==> config.mk <==
export PLATFORM = sky130hd
export DESIGN_NAME = tea_half_cell
export DESIGN_NICKNAME = d
export VERILOG_FILES = /design/src/sv/tea_pkg.sv /design/src/sv/tea_half_cell.sv
export SDC_FILE = /design/constraint.sdc
export NUM_CORES = 1
export LEC_CHECK = 0
export BUFFER_PORTS_ARGS = -buffer_cell sky130_fd_sc_hd__buf_4
export CELL_PAD_IN_SITES_DETAIL_PLACEMENT = 1
export CELL_PAD_IN_SITES_GLOBAL_PLACEMENT = 2
export CORE_MARGIN = 8
export CORE_UTILIZATION = 30
export DETAILED_ROUTE_END_ITERATION = 10
export PLACE_DENSITY_LB_ADDON = 0.3
export SLEW_MARGIN = 20
export SYNTH_ARGS = -nofsm -noshare
export SYNTH_HDL_FRONTEND = slang
export SYNTH_SLANG_ARGS = --single-unit
==> constraint.sdc <==
create_clock -name i_clk -period 5.3 [get_ports i_clk]
set_clock_uncertainty 0.1 [all_clocks]
set_input_delay 0.795 -clock i_clk [delete_from_list [all_inputs] [get_ports i_clk]]
set_output_delay 0.795 -clock i_clk [all_outputs]
set_load 0.01 [all_outputs]
==> src/sv/tea_pkg.sv <==
// Shared types, constants and the round mixing function of the TEA-style cipher.
// No dependencies; every other file but tea_out_buf imports it.
`default_nettype none

package tea_pkg;

    // Round constant added to the running sum once per round
    localparam logic [31:0] ROUND_DELTA = 32'h9e9d79ea;

    // Configuration register indexes
    typedef enum logic [2:0] {
        CFG_KEY_A  = 3'd0,
        CFG_KEY_B  = 3'd1,
        CFG_KEY_C  = 3'd2,
        CFG_KEY_D  = 3'd3,
        CFG_MODE   = 3'd4
    } t_cfg_reg;

    // Key words as seen by every cell
    typedef struct packed {
        logic [31:0] a;
        logic [31:0] b;
        logic [31:0] c;
        logic [31:0] d;
    } t_key;

    // One half-round mix: ((w << 4) + kl) ^ (w + sum) ^ ((w >> 5) + kr)
    function automatic logic [31:0] mix_half(
        input logic [31:0] w,
        input logic [31:0] sum,
        input logic [31:0] kl,
        input logic [31:0] kr
    );
        mix_half = ((w << 4) + kl) ^ (w + sum) ^ ((w >> 5) + kr);
    endfunction

endpackage

`default_nettype wire

==> src/sv/tea_half_cell.sv <==
// One half-round of the cipher with its stage register.
// Depends on tea_pkg for the key struct and the mix function.
`default_nettype none

module tea_half_cell #(
    parameter logic [31:0] SUM_ENC   = 32'h0,
    parameter logic [31:0] SUM_DEC   = 32'h0,
    parameter bit          IS_SECOND = 1'b0
) (
    input  wire logic          i_clk,
    input  wire logic          i_rst_n,
    input  wire logic          i_adv,
    input  wire logic          i_decrypt,
    input  wire tea_pkg::t_key i_key,
    input  wire logic          i_valid,
    input  wire logic [31:0]   i_y,
    input  wire logic [31:0]   i_z,
    output logic               o_valid,
    output logic [31:0]        o_y,
    output logic [31:0]        o_z
);
    import tea_pkg::*;

    logic        use_z;
    logic [31:0] sum;
    logic [31:0] mix;
    logic [31:0] n_y;
    logic [31:0] n_z;
    logic        r_valid;
    logic [31:0] r_y;
    logic [31:0] r_z;

    // Pick which half gets mixed: z with keys a/b updates y, y with keys c/d updates z
    always_comb begin
        use_z = (!IS_SECOND) ^ i_decrypt;
        sum   = i_decrypt ? SUM_DEC : SUM_ENC;
        mix   = use_z ? mix_half(i_z, sum, i_key.a, i_key.b)
                      : mix_half(i_y, sum, i_key.c, i_key.d);
        n_y   = i_y;
        n_z   = i_z;
        if (use_z) begin
            n_y = i_decrypt ? (i_y - mix) : (i_y + mix);
        end else begin
            n_z = i_decrypt ? (i_z - mix) : (i_z + mix);
        end
    end

    // Advance the stage when the chain moves
    always_ff @(posedge i_clk) begin
        if (!i_rst_n) begin
            r_valid <= 1'b0;
        end else if (i_adv) begin
            r_valid <= i_valid;
        end
    end

    always_ff @(posedge i_clk) begin
        if (i_adv) begin
            r_y <= n_y;
            r_z <= n_z;
        end
    end

    assign o_valid = r_valid;
    assign o_y     = r_y;
    assign o_z     = r_z;

endmodule

`default_nettype wire

==> results.ini <==
[status]
outcome = complete, but fails checks
violations = setup timing

[cts]
cts_sinks = 65
clk_pin_slew_worst_paths_ns = 0.05
cts_buffers = 9
cts_root_buf = clkbuf_16
clk_latency_ns = 0.35
clock_path_buffers = 2
cts_tree = built
cts.htree.levels = 3
holdBufCountCts = 0

[sta]
relSlewSlack_pct = 36.7
hold_viol = 0
fin_crit_sh_pct = 104
drv_slew = 0
worst_pin_slew_ns = 0.949
rsz0062_at_grt = true
finalSetupViolCount = 1
fmax_mhz = 182
holdWs_ns = 0.448
period_minus_slack_ns = 5.49
fin_ws_ns = -0.191

[placement]
place_congestion = 0.924
dp_slack_ns = -0.632
io_buffers = 261
hpwlAfterDp_um = 45300

[routing]
routedWlPerCell_um = 19.9
wl_um = 53900
vias = 13777
drc_errors = 0
via_per_inst = 5.07
ant_nets = 0
drt_first_iter_violations = 578
firstDrtPassIters = 5

[final_layout]
drive_above_1_share_pct = 40.6
antenna_cells = 0
nNetsFinal = 2550
syn_to_final_growth_pct = 54.4

[global_route]
grt-ovfl-total = 0
grt_pass1_wl_um = 80800
grt_usage_pct = 21.1
grt_max_degree = 70
first_global_vias = 14840
antenna_found_initial = 0

[worst_setup_path]
path_cells = buf_4 > ha_1 > fa_2 > a21oi_2 > o21ai_2 > a31o_2 > a31oi_4 > o21bai_2 > a21o_1 > a21oi_2 > xnor2_1 > a21o_1 > ha_4 > nand2_1 > o21ai_2 > or4_4 > a31o_1 > a21o_1 > a31o_1 > a21o_1 > a221o_1 > nor2b_1 > mux2i_1 > xnor2_1
end_kind = flop
crit_path_max_incr_delay_ns = 0.42
crit_type = primary input to flop
cp-start-kind = primary input
path_max_fanout = 3
cp.required_ns = 5.30
worst_path_most_repeated_cell = a21o_1
crit_slowest_cell = or4_4
worstPathArrival_ns = 5.49
reg2regPathDepth = 2

[die]
chipWidth_um = 220
core_mm2 = 0.0416
die_area_mm2 = 0.0485
io_pins = 262
die_h_um = 220
rows = 75
initial_utilization_pct = 30.1

[synth]
yosysSeqAreaShare_pct = 15.5
synth_compound_area_share_pct = 27.6
synthArstFlopShare_pct = 0
syn_area_mm2 = 0.0125
synth_edf_count = 64
post-synth-top-area-cell = ha_1
ys.flop_type = edfxtp_1
yosysUniqueCellTypes = 75
muxShareOfSynthArea_pct = 3.28
netlist.area_leader.share_pct = 17.4
synth-xor-area-share_pct = 20.7
synth.net_count = 1885
netlist_instances = 1508
synth_adder_area_share_pct = 18.4
yosys.area_share.simple_pct = 12.1
synth_seq_cells = 65
avgSynthCellArea_um2 = 8.30
ys_warn_count = 0
synth_top_family_by_area = compound AO/OA/AOI/OAI gates
synthTopCellsByArea = ha_1 (17%), xnor2_1 (17%), edfxtp_1 (15%), a21oi_1 (6.0%), a21o_1 (6.0%)

[power_and_ir_drop]
power_density_mw_per_mm2 = 344
ir_worst_vdd_v = 0.000190
leakagePower_nw = 8.96

[worst_hold_path]
hp-class = flop to flop
hold_depth = 2

[flow_run]
cap_viol_max_count = 0

## per-layer routing
layer  vias up  GRT usage, %  share of wire (%)
met2       240          35.5                 47
met3        37          1.90                3.2
li1       6873             -                  -
met4         0          4.30                1.3
met5         -             0                  0
met1      6627          29.1                 48
## registers in the layout (all words and copies together) (netlist names)
register / count
o_valid: 1
o_y: 32
o_z: 32
## area by class of cell
cell class,instances,area (um^2)
clock inverter,2,7.51
inverter,53,201
clock buffer,12,236
timing repair buffer,682,5180
tap,539,674
fill,4932,22200
sequential,65,1940
multi-input combinational,1362,11100
## synthesized netlist by cell type (all sizes together), types with 26 or more instances
cell / n
o21a: 34
nand3: 34
nand2: 114
ha: 174
nor2: 69
a211oi: 26
mux2: 32
o21ai: 111
edfxtp: 64
a21oi: 153
xnor2: 238
inv: 53
a21o: 100
xor2: 58
## worst max-delay path: cells and delay by family
| kind | cells | cell delay (ns) |
|---|---|---|
| simple gates | 3 | 0.63 |
| fa+ha+maj | 3 | 0.83 |
| buf+inv | 1 | 0.12 |
| xor+xnor | 2 | 0.28 |
| mux | 1 | 0.18 |
| compound gates | 14 | 2.63 |
## final timing paths
check	startpoint	to	slack (ns)
setup / recovery	i_key[0]	o_y[31]	-0.19
hold / removal	o_valid	o_valid	0.45
setup reg to reg	o_valid	o_valid	4.59
hold reg to reg	o_valid	o_valid	0.45
## through the flow
| stage | total power, mW | area [um^2] | utilization, % | TNS (ns) | std cells |
|---|---|---|---|---|---|
| after global placement | 5.52 | 18000 | 43.4 | -7.52 | 2666 |
| final | 6.64 | 19300 | 46.5 | -0.191 | 2715 |
| after floorplan | 3.50 | 12600 | - | 0 | 1508 |
| after detailed placement | 5.64 | 18000 | 43.4 | -10.05 | 2666 |
| after CTS | 6.28 | 18500 | 44.4 | -0.138 | 2689 |
| after global routing | 7.15 | 19300 | 46.5 | -1.68 | 2715 |
## power breakdown
part	switching, mW	internal [mW]	total, mW
Combinational	2.53	2.74	5.26
Sequential	0.0654	0.781	0.846
Clock	0.225	0.308	0.533
Total	2.82	3.83	6.64
## cell usage in the layout, fill, tap and decap left out, types with 9 or more instances in the layout
master and n:
a211oi_1 15, a21o_1 100, a21oi_1 114, a21oi_2 34, a31oi_1 13, and2_1 10
and3_1 10, buf_4 668, buf_6 12, clkbuf_16 9, edfxtp_1 64, ha_1 151
ha_4 18, inv_1 48, mux2_2 29, nand2_1 111, nand2b_1 13, nand3_1 31
nand4_1 16, nor2_1 65, nor2b_1 13, nor3_1 12, o211ai_1 12, o21a_1 34
o21ai_0 77, o21ai_1 18, o21ai_2 15, o21bai_1 18, xnor2_1 229, xnor2_2 9
xor2_1 58
## cell families after synthesis
kind of cell / after synthesis
AO/OA/AOI/OAI: 530
multiplexers: 37
adder cells (fa/ha/maj): 180
XOR/XNOR: 296
AND/OR/NAND/NOR: 319
flip-flops: 65
buffers and inverters: 81
## what timing repair did
action,in CTS,in global routing
endpoints found under the hold margin,0,0
setup buffers,9,30
pin swaps,24,71
gates resized for setup,31,137
endpoints found under the setup margin,13,26
Power figures use the tool's default switching activity.
