`src/sv/tea_out_buf.sv`:
```
// Output register with a one-word skid stage behind the cell chain.
// No package dependencies.
`default_nettype none

module tea_out_buf (
    input  wire logic        i_clk,
    input  wire logic        i_rst_n,
    input  wire logic        i_valid,
    input  wire logic [31:0] i_y,
    input  wire logic [31:0] i_z,
    output logic             o_adv,
    output logic             o_valid,
    input  wire logic        i_ready,
    output logic [31:0]      o_y,
    output logic [31:0]      o_z
);
    logic        r_out_valid;
    logic [31:0] r_out_y;
    logic [31:0] r_out_z;
    logic        r_skid_valid;
    logic [31:0] r_skid_y;
    logic [31:0] r_skid_z;
    logic        out_free;
    logic        push;

    // The chain moves whenever the skid stage is empty
    assign o_adv    = !r_skid_valid;
    assign push     = o_adv && i_valid;
    assign out_free = !r_out_valid || i_ready;

    // Control: drain skid first, else take the chain's word; park it when output is held
    always_ff @(posedge i_clk) begin
        if (!i_rst_n) begin
            r_out_valid  <= 1'b0;
            r_skid_valid <= 1'b0;
        end else if (out_free) begin
            r_out_valid  <= r_skid_valid || push;
            r_skid_valid <= 1'b0;
        end else if (push) begin
            r_skid_valid <= 1'b1;
        end
    end

    // Payload follows the same choices
    always_ff @(posedge i_clk) begin
        if (out_free) begin
            if (r_skid_valid) begin
                r_out_y <= r_skid_y;
                r_out_z <= r_skid_z;
            end else begin
                r_out_y <= i_y;
                r_out_z <= i_z;
            end
        end else if (push) begin
            r_skid_y <= i_y;
            r_skid_z <= i_z;
        end
    end

    assign o_valid = r_out_valid;
    assign o_y     = r_out_y;
    assign o_z     = r_out_z;

endmodule

`default_nettype wire

```
`config.mk`:
```
export PLATFORM = sky130hd
export DESIGN_NAME = tea_out_buf
export DESIGN_NICKNAME = d
export VERILOG_FILES = /design/src/sv/tea_out_buf.sv
export SDC_FILE = /design/constraint.sdc
export NUM_CORES = 1
export LEC_CHECK = 0
export BUFFER_PORTS_ARGS = -buffer_cell sky130_fd_sc_hd__buf_2
export CELL_PAD_IN_SITES_DETAIL_PLACEMENT = 0
export CELL_PAD_IN_SITES_GLOBAL_PLACEMENT = 1
export CORE_AREA = 2 2 106 108
export CTS_CLUSTER_SIZE = 12
export DETAILED_ROUTE_END_ITERATION = 8
export DIE_AREA = 0 0 108 110
export PLACE_DENSITY_LB_ADDON = 0.1
export SYNTH_ARGS = -nofsm -noshare
export SYNTH_HDL_FRONTEND = slang
export SYNTH_SLANG_ARGS = --single-unit
```
`constraint.sdc`:
```
create_clock -name i_clk -period 19.9 [get_ports i_clk]
set_clock_uncertainty 0.05 [all_clocks]
set_input_delay 3.98 -clock i_clk [delete_from_list [all_inputs] [get_ports i_clk]]
set_output_delay 3.98 -clock i_clk [all_outputs]
set_load 0.01 [all_outputs]
```
==> metrics.txt, run 1 <==
Critical Path RT=20.00 ns; Detailed Routing Iterations Pass 1=4; total grt overflow=0; most frequent cells in the layout=buf_2 (133), edfxtp_1 (128), mux2_2 (64), clkbuf_16 (16), clkinv_2 (5); HP Class=flop to flop; clock slew at reported path FFs=0.05 ns; Cells after DPL=476; htree depth=4; Mean Syn Cell Area=22.7 sq um; Setup Viol. Count Final=0; IO Pins=134; CORE AREA=10700 sq um; Vias=2425; Arr. time, crit path=5.51 ns; Final min period=5.41 ns; Slew @ Worst Pin=0.949 ns; power per standard cell area=105 nW/um^2; Final period util=27.2%; first-pass GRT wire length=12.6 mm; Final nets=423; Final Instance Area=6060 sq um; clk_lat worst skew=0.51 ns; Via density=4.77; clk root buf=clkbuf_8; Max Slew Vio Count=0; CTS sink cnt=130; Die Span Y=110 um; end-of-flow core utilization=56.7%; IO Port Bufs=133; cells after synthesis=207; Post-Syn Nets=275; post-CTS setup buffer count=0; Critical Path Sink Type=flop; die area=11900 sq um; max-cap violations=0; vias in the first global route=2468; DRC errors left=0; RSZ-0062 raised after global routing=no; fraction of layout cells with a size suffix above 1=62.8%; CTS tree=yes; fmax=185 MHz; initial antenna violation count=0; GR Util All Layers=14.6%; Hold Vio Cnt, Final=0; WL/cell=16.5 um; Inserted Clock Buffers=17; top-area cell type share of the netlist area=81.7%; Post-CTS Hold Fix Bufs=0; Slew HR=36.7%; mapped cell area=4700 sq um; overall routed net length=8.37 mm; CP startpoint kind=input pin; aggregate negative setup slack=0 ns; Die W=108 um; largest net degree at the start of global routing=68; largest area contributor in the netlist=edfxtp_1; Setup CP Type=input pin to flop; dpl cell area=5520 sq um; fin cells=508; Final ANT Viol Nets=0; FP Rows=38; status=complete, no violations; Peak VDD IR=0.0657 mV; R2R setup slack=17.73 ns; Tot Pwr=639 uW; area growth from synthesis to layout=29.0%; synth warn=0; routability cong.=0.708; # diodes=0; post-synthesis cell type count=12; Crit Path Max Fanout=67; most common cell after layout, fill and taps aside=buf_2; Pleak=0.00231 uW; Max clock buf depth=2; Initial DRC Count=79; DPL Wire Length=5.29 mm; starting density of the core=44.0%; Yosys reg bits=130; main area contributors after synthesis=edfxtp_1 (82%), mux2_2 (15%), dfxtp_1 (0.85%); # resized after CTS=0; Seq/Total Area, Yosys=82.6%
## metal layers
| metal | vias to the layer above | global-route usage [%] | wire, um |
|---|---|---|---|
| li1 | 1133 | - | - |
| met1 | 1186 | 18.9 | 3650 |
| met2 | 91 | 21.3 | 3860 |
| met3 | 15 | 6.53 | 731 |
| met4 | 0 | 6.59 | 116 |
| met5 | - | 0 | 0 |
## synth_stat cells
library cell,count
buf_4,1
a21boi_1,1
inv_1,1
nor3b_1,1
mux2_2,64
nor3b_2,1
buf_2,3
buf_6,3
nand2b_1,1
nor2_1,1
edfxtp_1,128
dfxtp_1,2
## power breakdown
part / leakage, uW / internal [uW] / switching (uW) / total [uW]
clock network: 0.000260 / 175 / 105 / 280
registers: 0.00126 / 317 / 3.39 / 320
logic: 0.000785 / 18.2 / 20.2 / 38.4
total: 0.00231 / 510 / 129 / 639
## stage by stage
step / hold WS, ns / setup WS (ns)
2_1_floorplan: 0.473 / 8.89
3_3_place_gp: 0.478 / 13.97
3_5_place_dp: 0.482 / 13.93
4_1_cts: 0.497 / 14.47
5_1_grt: 0.499 / 14.40
6_report: 0.494 / 14.49
## area by class of cell
| type | count | area, sq um |
|---|---|---|
| timing repair buffer | 136 | 688 |
| clock inverter | 13 | 119 |
| inverter | 1 | 3.75 |
| sequential | 130 | 3880 |
| tap | 140 | 175 |
| fill | 888 | 4630 |
| clock buffer | 19 | 422 |
| multi-input combinational | 69 | 771 |
## critical path, stage by stage
cell	delay, ns
buf_2	0.10
nand2b_4	0.57
nor3b_2	0.39
buf_4	0.43
## path summary, 6_finish.rpt
check                        start  cells after the start                    end
min reg2reg  r_skid_y[8]$_DFFE_PP_                      1       o_y[8]$_DFFE_PP_
max reg2reg   o_valid$_SDFFE_PN0P_                      3  r_skid_y[4]$_DFFE_PP_
max                        i_ready                      4  r_skid_y[4]$_DFFE_PP_
min          r_skid_y[8]$_DFFE_PP_                      1       o_y[8]$_DFFE_PP_
## registers in the layout, summed over array words and instances, names as in the netlist
| signal | count |
|---|---|
| r_skid_valid | 1 |
| o_y | 32 |
| r_skid_y | 32 |
| o_valid | 1 |
| o_z | 32 |
| r_skid_z | 32 |
## kinds of logic (layout without fill, tap and decap cells)
| family | Yosys count | after routing | synth area share [%] |
|---|---|---|---|
| flops | 130 | 130 | 82.6 |
| mux | 64 | 64 | 15.3 |
| buf+inv | 8 | 169 | 1.28 |
| simple gates | 4 | 4 | 0.639 |
| compound gates | 1 | 1 | 0.160 |
(Power assumes the default switching activity.)
==> run 2, diff against run 1 <==
--- a/config.mk
+++ b/config.mk
@@ -8,10 +8,10 @@
 export BUFFER_PORTS_ARGS = -buffer_cell sky130_fd_sc_hd__buf_2
 export CELL_PAD_IN_SITES_DETAIL_PLACEMENT = 0
 export CELL_PAD_IN_SITES_GLOBAL_PLACEMENT = 1
-export CORE_AREA = 2 2 106 108
+export CORE_AREA = 2 2 108 110
 export CTS_CLUSTER_SIZE = 12
 export DETAILED_ROUTE_END_ITERATION = 8
-export DIE_AREA = 0 0 108 110
+export DIE_AREA = 0 0 110 112
 export PLACE_DENSITY_LB_ADDON = 0.1
 export SYNTH_ARGS = -nofsm -noshare
 export SYNTH_HDL_FRONTEND = slang
==> constraint.sdc (replaced) <==
create_clock -name i_clk -period 5.5 [get_ports i_clk]
set_clock_uncertainty 0.05 [all_clocks]
set_input_delay 1.1 -clock i_clk [delete_from_list [all_inputs] [get_ports i_clk]]
set_output_delay 1.1 -clock i_clk [all_outputs]
set_load 0.01 [all_outputs]
==> metrics.txt, run 2 (synthesis gave the netlist of run 1 again) <==
most frequent cells in the layout=buf_2 (133), edfxtp_1 (128), mux2_2 (64), clkbuf_16 (17), bufinv_16 (5) (was buf_2 (133), edfxtp_1 (128), mux2_2 (64), clkbuf_16 (16), clkinv_2 (5)); fraction of layout cells with a size suffix above 1=62.7% (was 62.8%); Int Power=2010 uW (was 510 uW); depth of the most critical reg-to-reg path=3 (unchanged); end-of-flow core utilization=55.1% (was 56.7%); fillcell total=934 (was 888); WL/cell=16.4 um (was 16.5 um); routability cong.=0.681 (was 0.708); aggregate negative setup slack=0 ns (unchanged); Tot Pwr=2470 uW (was 639 uW); critical-path cell list=buf_2 -> nand2b_4 -> nor3b_4 -> buf_4 (was buf_2 -> nand2b_4 -> nor3b_2 -> buf_4); largest net degree at the start of global routing=68 (unchanged); # resized after CTS=0 (unchanged); CTS sink cnt=130 (unchanged); Post-CTS Hold Fix Bufs=0 (unchanged); max-cap violations=0 (unchanged); Max clock buf depth=2 (unchanged); Net Sw Frac=18.7% (was 20.2%); Setup Viol. Count Final=0 (unchanged); Die W=110 um (was 108 um); post-CTS setup buffer count=0 (unchanged); HP Class=flop to flop (unchanged); Final period util=56.6%; CTS tree=yes (unchanged); Top Layer Used=met4 (unchanged); RR Endpoint=r_skid_y[15]$_DFFE_PP_ (was r_skid_y[4]$_DFFE_PP_); final hold slack=0.489 ns (was 0.494 ns); area growth from synthesis to layout=30.9% (was 29.0%); CP startpoint kind=input pin (unchanged); GR Util All Layers=14.5% (was 14.6%); IO Pins=134 (unchanged); Critical Path RT=5.51 ns (was 20.00 ns); CP top delay family=simple AND/OR/NAND/NOR gates (unchanged); Peak VDD IR=0.174 mV (was 0.0657 mV); met3 wire len=697 um (was 731 um); Final min period=3.11 ns; metal2 WL=4.05 mm (was 3.86 mm); crit path from=i_ready (unchanged); Pleak=0.00234 uW (was 0.00231 uW); die area=12300 sq um (was 11900 sq um); Crit Path Max Fanout=67 (unchanged); Final ANT Viol Nets=0 (unchanged); Comb pwr share=5.4% (was 6.0%); Inserted Clock Buffers=17 (unchanged); CORE AREA=11200 sq um (was 10700 sq um); Setup CP Type=input pin to flop (unchanged); Crit path depth=4 (unchanged); first-pass GRT wire length=12.9 mm (was 12.6 mm); worst setup path endpoint=r_skid_y[15]$_DFFE_PP_ (was r_skid_y[4]$_DFFE_PP_); multi-input logic area=777 sq um (was 771 sq um); IO Port Bufs=133 (unchanged); initial antenna violation count=0 (unchanged); Max Slew Vio Count=0 (unchanged); Arr. time, crit path=3.12 ns (was 5.51 ns); DPL Wire Length=5.39 mm (was 5.29 mm); vias in the first global route=2431 (was 2468); Via density=4.70 (was 4.77); starting density of the core=42.1% (was 44.0%); FF+latch area=3890 sq um (was 3880 sq um); M1 WL=3.55 mm (was 3.65 mm); Psw=464 uW (was 129 uW); clk root buf=clkbuf_16 (was clkbuf_8); slowest cell delay on critical path=0.86 ns (was 0.57 ns); most common cell after layout, fill and taps aside=buf_2 (unchanged); total grt overflow=0 (unchanged); FP Rows=39 (was 38); power per standard cell area=402 nW/um^2 (was 105 nW/um^2); Hold Vio Cnt, Final=0 (unchanged); fmax=321 MHz; Buf+Inv Stages, Crit Path=2 (unchanged); clock share of power=47.6% (was 43.9%); Slew HR=36.1% (was 36.7%); Slew @ Worst Pin=0.958 ns (was 0.949 ns); Initial DRC Count=91 (was 79); status=complete, no violations (unchanged); Final nets=422 (was 423); DRC errors left=0 (unchanged); Reg power frac=47.0% (was 50.1%); slowest CP cell=nor3b_4 (was nand2b_4); R2R setup slack=2.89 ns (was 17.73 ns); Detailed Routing Iterations Pass 1=4 (unchanged); Vias=2402 (was 2425); clk_lat worst skew=0.40 ns (was 0.51 ns); RSZ-0062 raised after global routing=no (unchanged); clock slew at reported path FFs=0.05 ns (about the same); Die Span Y=112 um (was 110 um); Critical Path Sink Type=flop (unchanged); overall routed net length=8.40 mm (was 8.37 mm); htree depth=4 (unchanged); launch point of the worst reg-to-reg path=o_valid$_SDFFE_PN0P_ (unchanged)
-- run 2: metal layers --
metal  global-route usage [%]  up-vias
met4                     5.57        0
met5                        0        -
met3                     6.85        8
met1                     18.6     1169
met2                     21.5       85
li1                         -     1140
-- run 2: power groups by stage --
| stage | clock [uW] | sequential [uW] | combinational (uW) |
|---|---|---|---|
| after floorplan | 0 | 1200 | 43.4 |
| after global placement | 0 | 1180 | 135 |
| after detailed placement | 0 | 1180 | 137 |
| after CTS | 1200 | 1160 | 137 |
| after global routing | 1250 | 1170 | 147 |
| final | 1180 | 1160 | 133 |
-- run 2: how the worst min path moves through the flow --
stage / cells after the start / endpoint / start
finish: 1 / o_y[2]$_DFFE_PP_ / r_skid_y[2]$_DFFE_PP_
global route: 1 / o_y[20]$_DFFE_PP_ / r_skid_y[20]$_DFFE_PP_
floorplan: 1 / o_y[29]$_DFFE_PP_ / r_skid_y[29]$_DFFE_PP_
global placement: 1 / o_y[11]$_DFFE_PP_ / r_skid_y[11]$_DFFE_PP_
CTS: 1 / o_y[4]$_DFFE_PP_ / r_skid_y[4]$_DFFE_PP_
detailed placement: 1 / o_y[7]$_DFFE_PP_ / r_skid_y[7]$_DFFE_PP_
-- run 2: layout make-up --
type,count,area share (%)
tap,143,2.91
timing repair buffer,135,11.1
inverter,1,0.0610
multi-input combinational,69,12.6
sequential,130,63.2
clock buffer,20,7.09
antenna,1,0.0407
clock inverter,12,3.05
-- run 2: through the flow --
stage | setup WS (ns) | instances | area (sq um)
after floorplan | 0.331 | 207 | 4710
after global routing | 2.16 | 510 | 6150
after detailed placement | 1.86 | 478 | 5530
after CTS | 2.27 | 510 | 6150
final | 2.39 | 511 | 6150
after global placement | 1.87 | 478 | 5530
==> run 3, diff against run 2 <==
--- a/config.mk
+++ b/config.mk
@@ -8,10 +8,10 @@
 export BUFFER_PORTS_ARGS = -buffer_cell sky130_fd_sc_hd__buf_2
 export CELL_PAD_IN_SITES_DETAIL_PLACEMENT = 0
 export CELL_PAD_IN_SITES_GLOBAL_PLACEMENT = 1
-export CORE_AREA = 2 2 108 110
+export CORE_AREA = 2 2 113 115
 export CTS_CLUSTER_SIZE = 12
 export DETAILED_ROUTE_END_ITERATION = 8
-export DIE_AREA = 0 0 110 112
+export DIE_AREA = 0 0 115 117
 export PLACE_DENSITY_LB_ADDON = 0.1
 export SYNTH_ARGS = -nofsm -noshare
 export SYNTH_HDL_FRONTEND = slang
==> constraint.sdc (replaced) <==
create_clock -name i_clk -period 2.65 [get_ports i_clk]
set_clock_uncertainty 0.05 [all_clocks]
set_input_delay 0.53 -clock i_clk [delete_from_list [all_inputs] [get_ports i_clk]]
set_output_delay 0.53 -clock i_clk [all_outputs]
set_load 0.01 [all_outputs]
==> metrics.txt, run 3 (synthesis gave the netlist of run 1 again) <==
# diodes=0 (was 1); Max Slew Vio Count=0 (unchanged); fin cells=518 (was 511); HP Class=input pin to flop (was flop to flop); clk_lat worst skew=0.41 ns (was 0.40 ns); area growth from synthesis to layout=28.6% (was 30.9%); overall routed net length=8.53 mm (was 8.40 mm); Max clock buf depth=2 (unchanged); Detailed Routing Iterations Pass 1=3 (was 4); initial antenna violation count=1 (was 0); Post-CTS Hold Fix Bufs=0 (unchanged); CORE AREA=12300 sq um (was 11200 sq um); most frequent cells in the layout=buf_2 (133), edfxtp_1 (128), mux2_2 (64), clkbuf_16 (17), clkinv_1 (6) (was buf_2 (133), edfxtp_1 (128), mux2_2 (64), clkbuf_16 (17), bufinv_16 (5)); slowest cell delay on critical path=0.80 ns (was 0.86 ns); routability cong.=0.679 (was 0.681); IO Pins=134 (unchanged); Net Sw Frac=20.6% (was 18.7%); Pleak=0.00230 uW (was 0.00234 uW); GR Util All Layers=13.2% (was 14.5%); CP top delay family=flip-flops (was simple AND/OR/NAND/NOR gates); total grt overflow=0 (unchanged); Slew @ Worst Pin=0.888 ns (was 0.958 ns); Setup Viol. Count Final=0 (unchanged); Comb pwr share=6.1% (was 5.4%); CTS sink cnt=130 (unchanged); Inserted Clock Buffers=17 (unchanged); CTS tree=yes (unchanged); IO Port Bufs=133 (unchanged); Via density=4.59 (was 4.70); Final ANT Viol Nets=0 (unchanged); Critical Path RT=2.07 ns (was 5.51 ns); # resized after CTS=0 (unchanged); critical-path cell list=inv_1 -> buf_2 (was buf_2 -> nand2b_4 -> nor3b_4 -> buf_4); Reg power frac=52.1% (was 47.0%); htree depth=4 (unchanged); Final period util=76.8%; aggregate negative setup slack=0 ns (unchanged); Final nets=424 (was 422); Die Span Y=117 um (was 112 um); Die W=115 um (was 110 um); max-cap violations=0 (unchanged); Arr. time, crit path=1.45 ns (was 3.12 ns); fraction of layout cells with a size suffix above 1=61.7% (was 62.7%); first-pass GRT wire length=12.6 mm (was 12.9 mm); power per standard cell area=765 nW/um^2 (was 402 nW/um^2); fmax=491 MHz; Peak VDD IR=0.343 mV (was 0.174 mV); die area=13500 sq um (was 12300 sq um); Tot Pwr=4630 uW (was 2470 uW); Vias=2379 (was 2402); WL/cell=16.5 um (was 16.4 um); post-CTS setup buffer count=0 (unchanged); clock slew at reported path FFs=0.05 ns (about the same); fin worst setup slack=0.615 ns (was 2.39 ns); status=complete, no violations (unchanged); Psw=953 uW (was 464 uW); Cells after DPL=487 (was 478); Hold Vio Cnt, Final=0 (unchanged); largest net degree at the start of global routing=67 (was 68); most common cell after layout, fill and taps aside=buf_2 (unchanged); Slew HR=40.8% (was 36.1%); Final min period=2.03 ns; Buf+Inv Stages, Crit Path=2 (unchanged); DPL Wire Length=5.40 mm (was 5.39 mm); DRC errors left=0 (unchanged); end-of-flow core utilization=49.1% (was 55.1%); Setup CP Type=flop to primary output (was input pin to flop); CP startpoint kind=flop (was input pin); starting density of the core=38.2% (was 42.1%); vias in the first global route=2378 (was 2431); slowest CP cell=dfxtp_4 (was nor3b_4); pre-CTS setup slack=0.619 ns (was 1.86 ns); FP Rows=41 (was 39); Crit Path Max Fanout=49 (was 67); clk root buf=clkbuf_16 (unchanged); RSZ-0062 raised after global routing=no (unchanged); Initial DRC Count=56 (was 91); Critical Path Sink Type=primary output (was flop); clock share of power=41.8% (was 47.6%); Int Power=3670 uW (was 2010 uW)
run 3: cell count changes in the layout (fill, tap and decap cells not counted), sizes merged:
cell,delta
buf,+2
bufinv,-5
clkinv,+6
diode,-1
clkinvlp,-2
run 3: layer usage:
layer  up-vias  part of all wire, %  global-route usage, %
li1       1131                    -                      -
met1      1148                   45                   16.6
met2        86                   45                   19.0
met3        14                  7.8                   6.08
met4         0                  1.9                   7.47
met5         -                    0                      0
run 3: worst paths after layout:
check | from | endpoint | slack (ns) | depth (start not counted)
setup reg to reg | r_skid_valid$_SDFFE_PP0P_ | r_skid_y[15]$_DFFE_PP_ | 0.75 | 2
setup / recovery | r_skid_valid$_SDFFE_PP0P_ | o_adv | 0.62 | 2
hold / removal | i_y[0] | r_skid_y[0]$_DFFE_PP_ | 0.26 | 1
hold reg to reg | r_skid_y[31]$_DFFE_PP_ | o_y[31]$_DFFE_PP_ | 0.49 | 1
run 3: layout make-up:
| type | count | area [sq um] |
|---|---|---|
| clock buffer | 20 | 437 |
| clock inverter | 11 | 47.5 |
| timing repair buffer | 137 | 708 |
| tap | 150 | 188 |
| inverter | 1 | 3.75 |
| sequential | 130 | 3890 |
| multi-input combinational | 69 | 777 |
| fill | 1078 | 6260 |
run 3: power by group through the flow:
stage	registers [uW]	clock network, uW	logic [uW]
2_1_floorplan	2490	0	91.7
3_3_place_gp	2450	0	289
3_5_place_dp	2450	0	290
4_1_cts	2410	1980	291
5_1_grt	2420	2070	313
6_report	2410	1930	284
run 3: worst reg2reg max path, delay by kind of cell, from the launching register on:
kind / cells / cell delay [ns]
flip-flops: 1 / 0.56
AND/OR/NAND/NOR: 1 / 0.59
buffers and inverters: 1 / 0.38
run 3: stage by stage:
step	hold slack, ns	area, sq um
4_1_cts	0.242	6050
6_report	0.258	6050
5_1_grt	0.237	6050
3_3_place_gp	0.475	5560
3_5_place_dp	0.480	5560
2_1_floorplan	0.473	4720
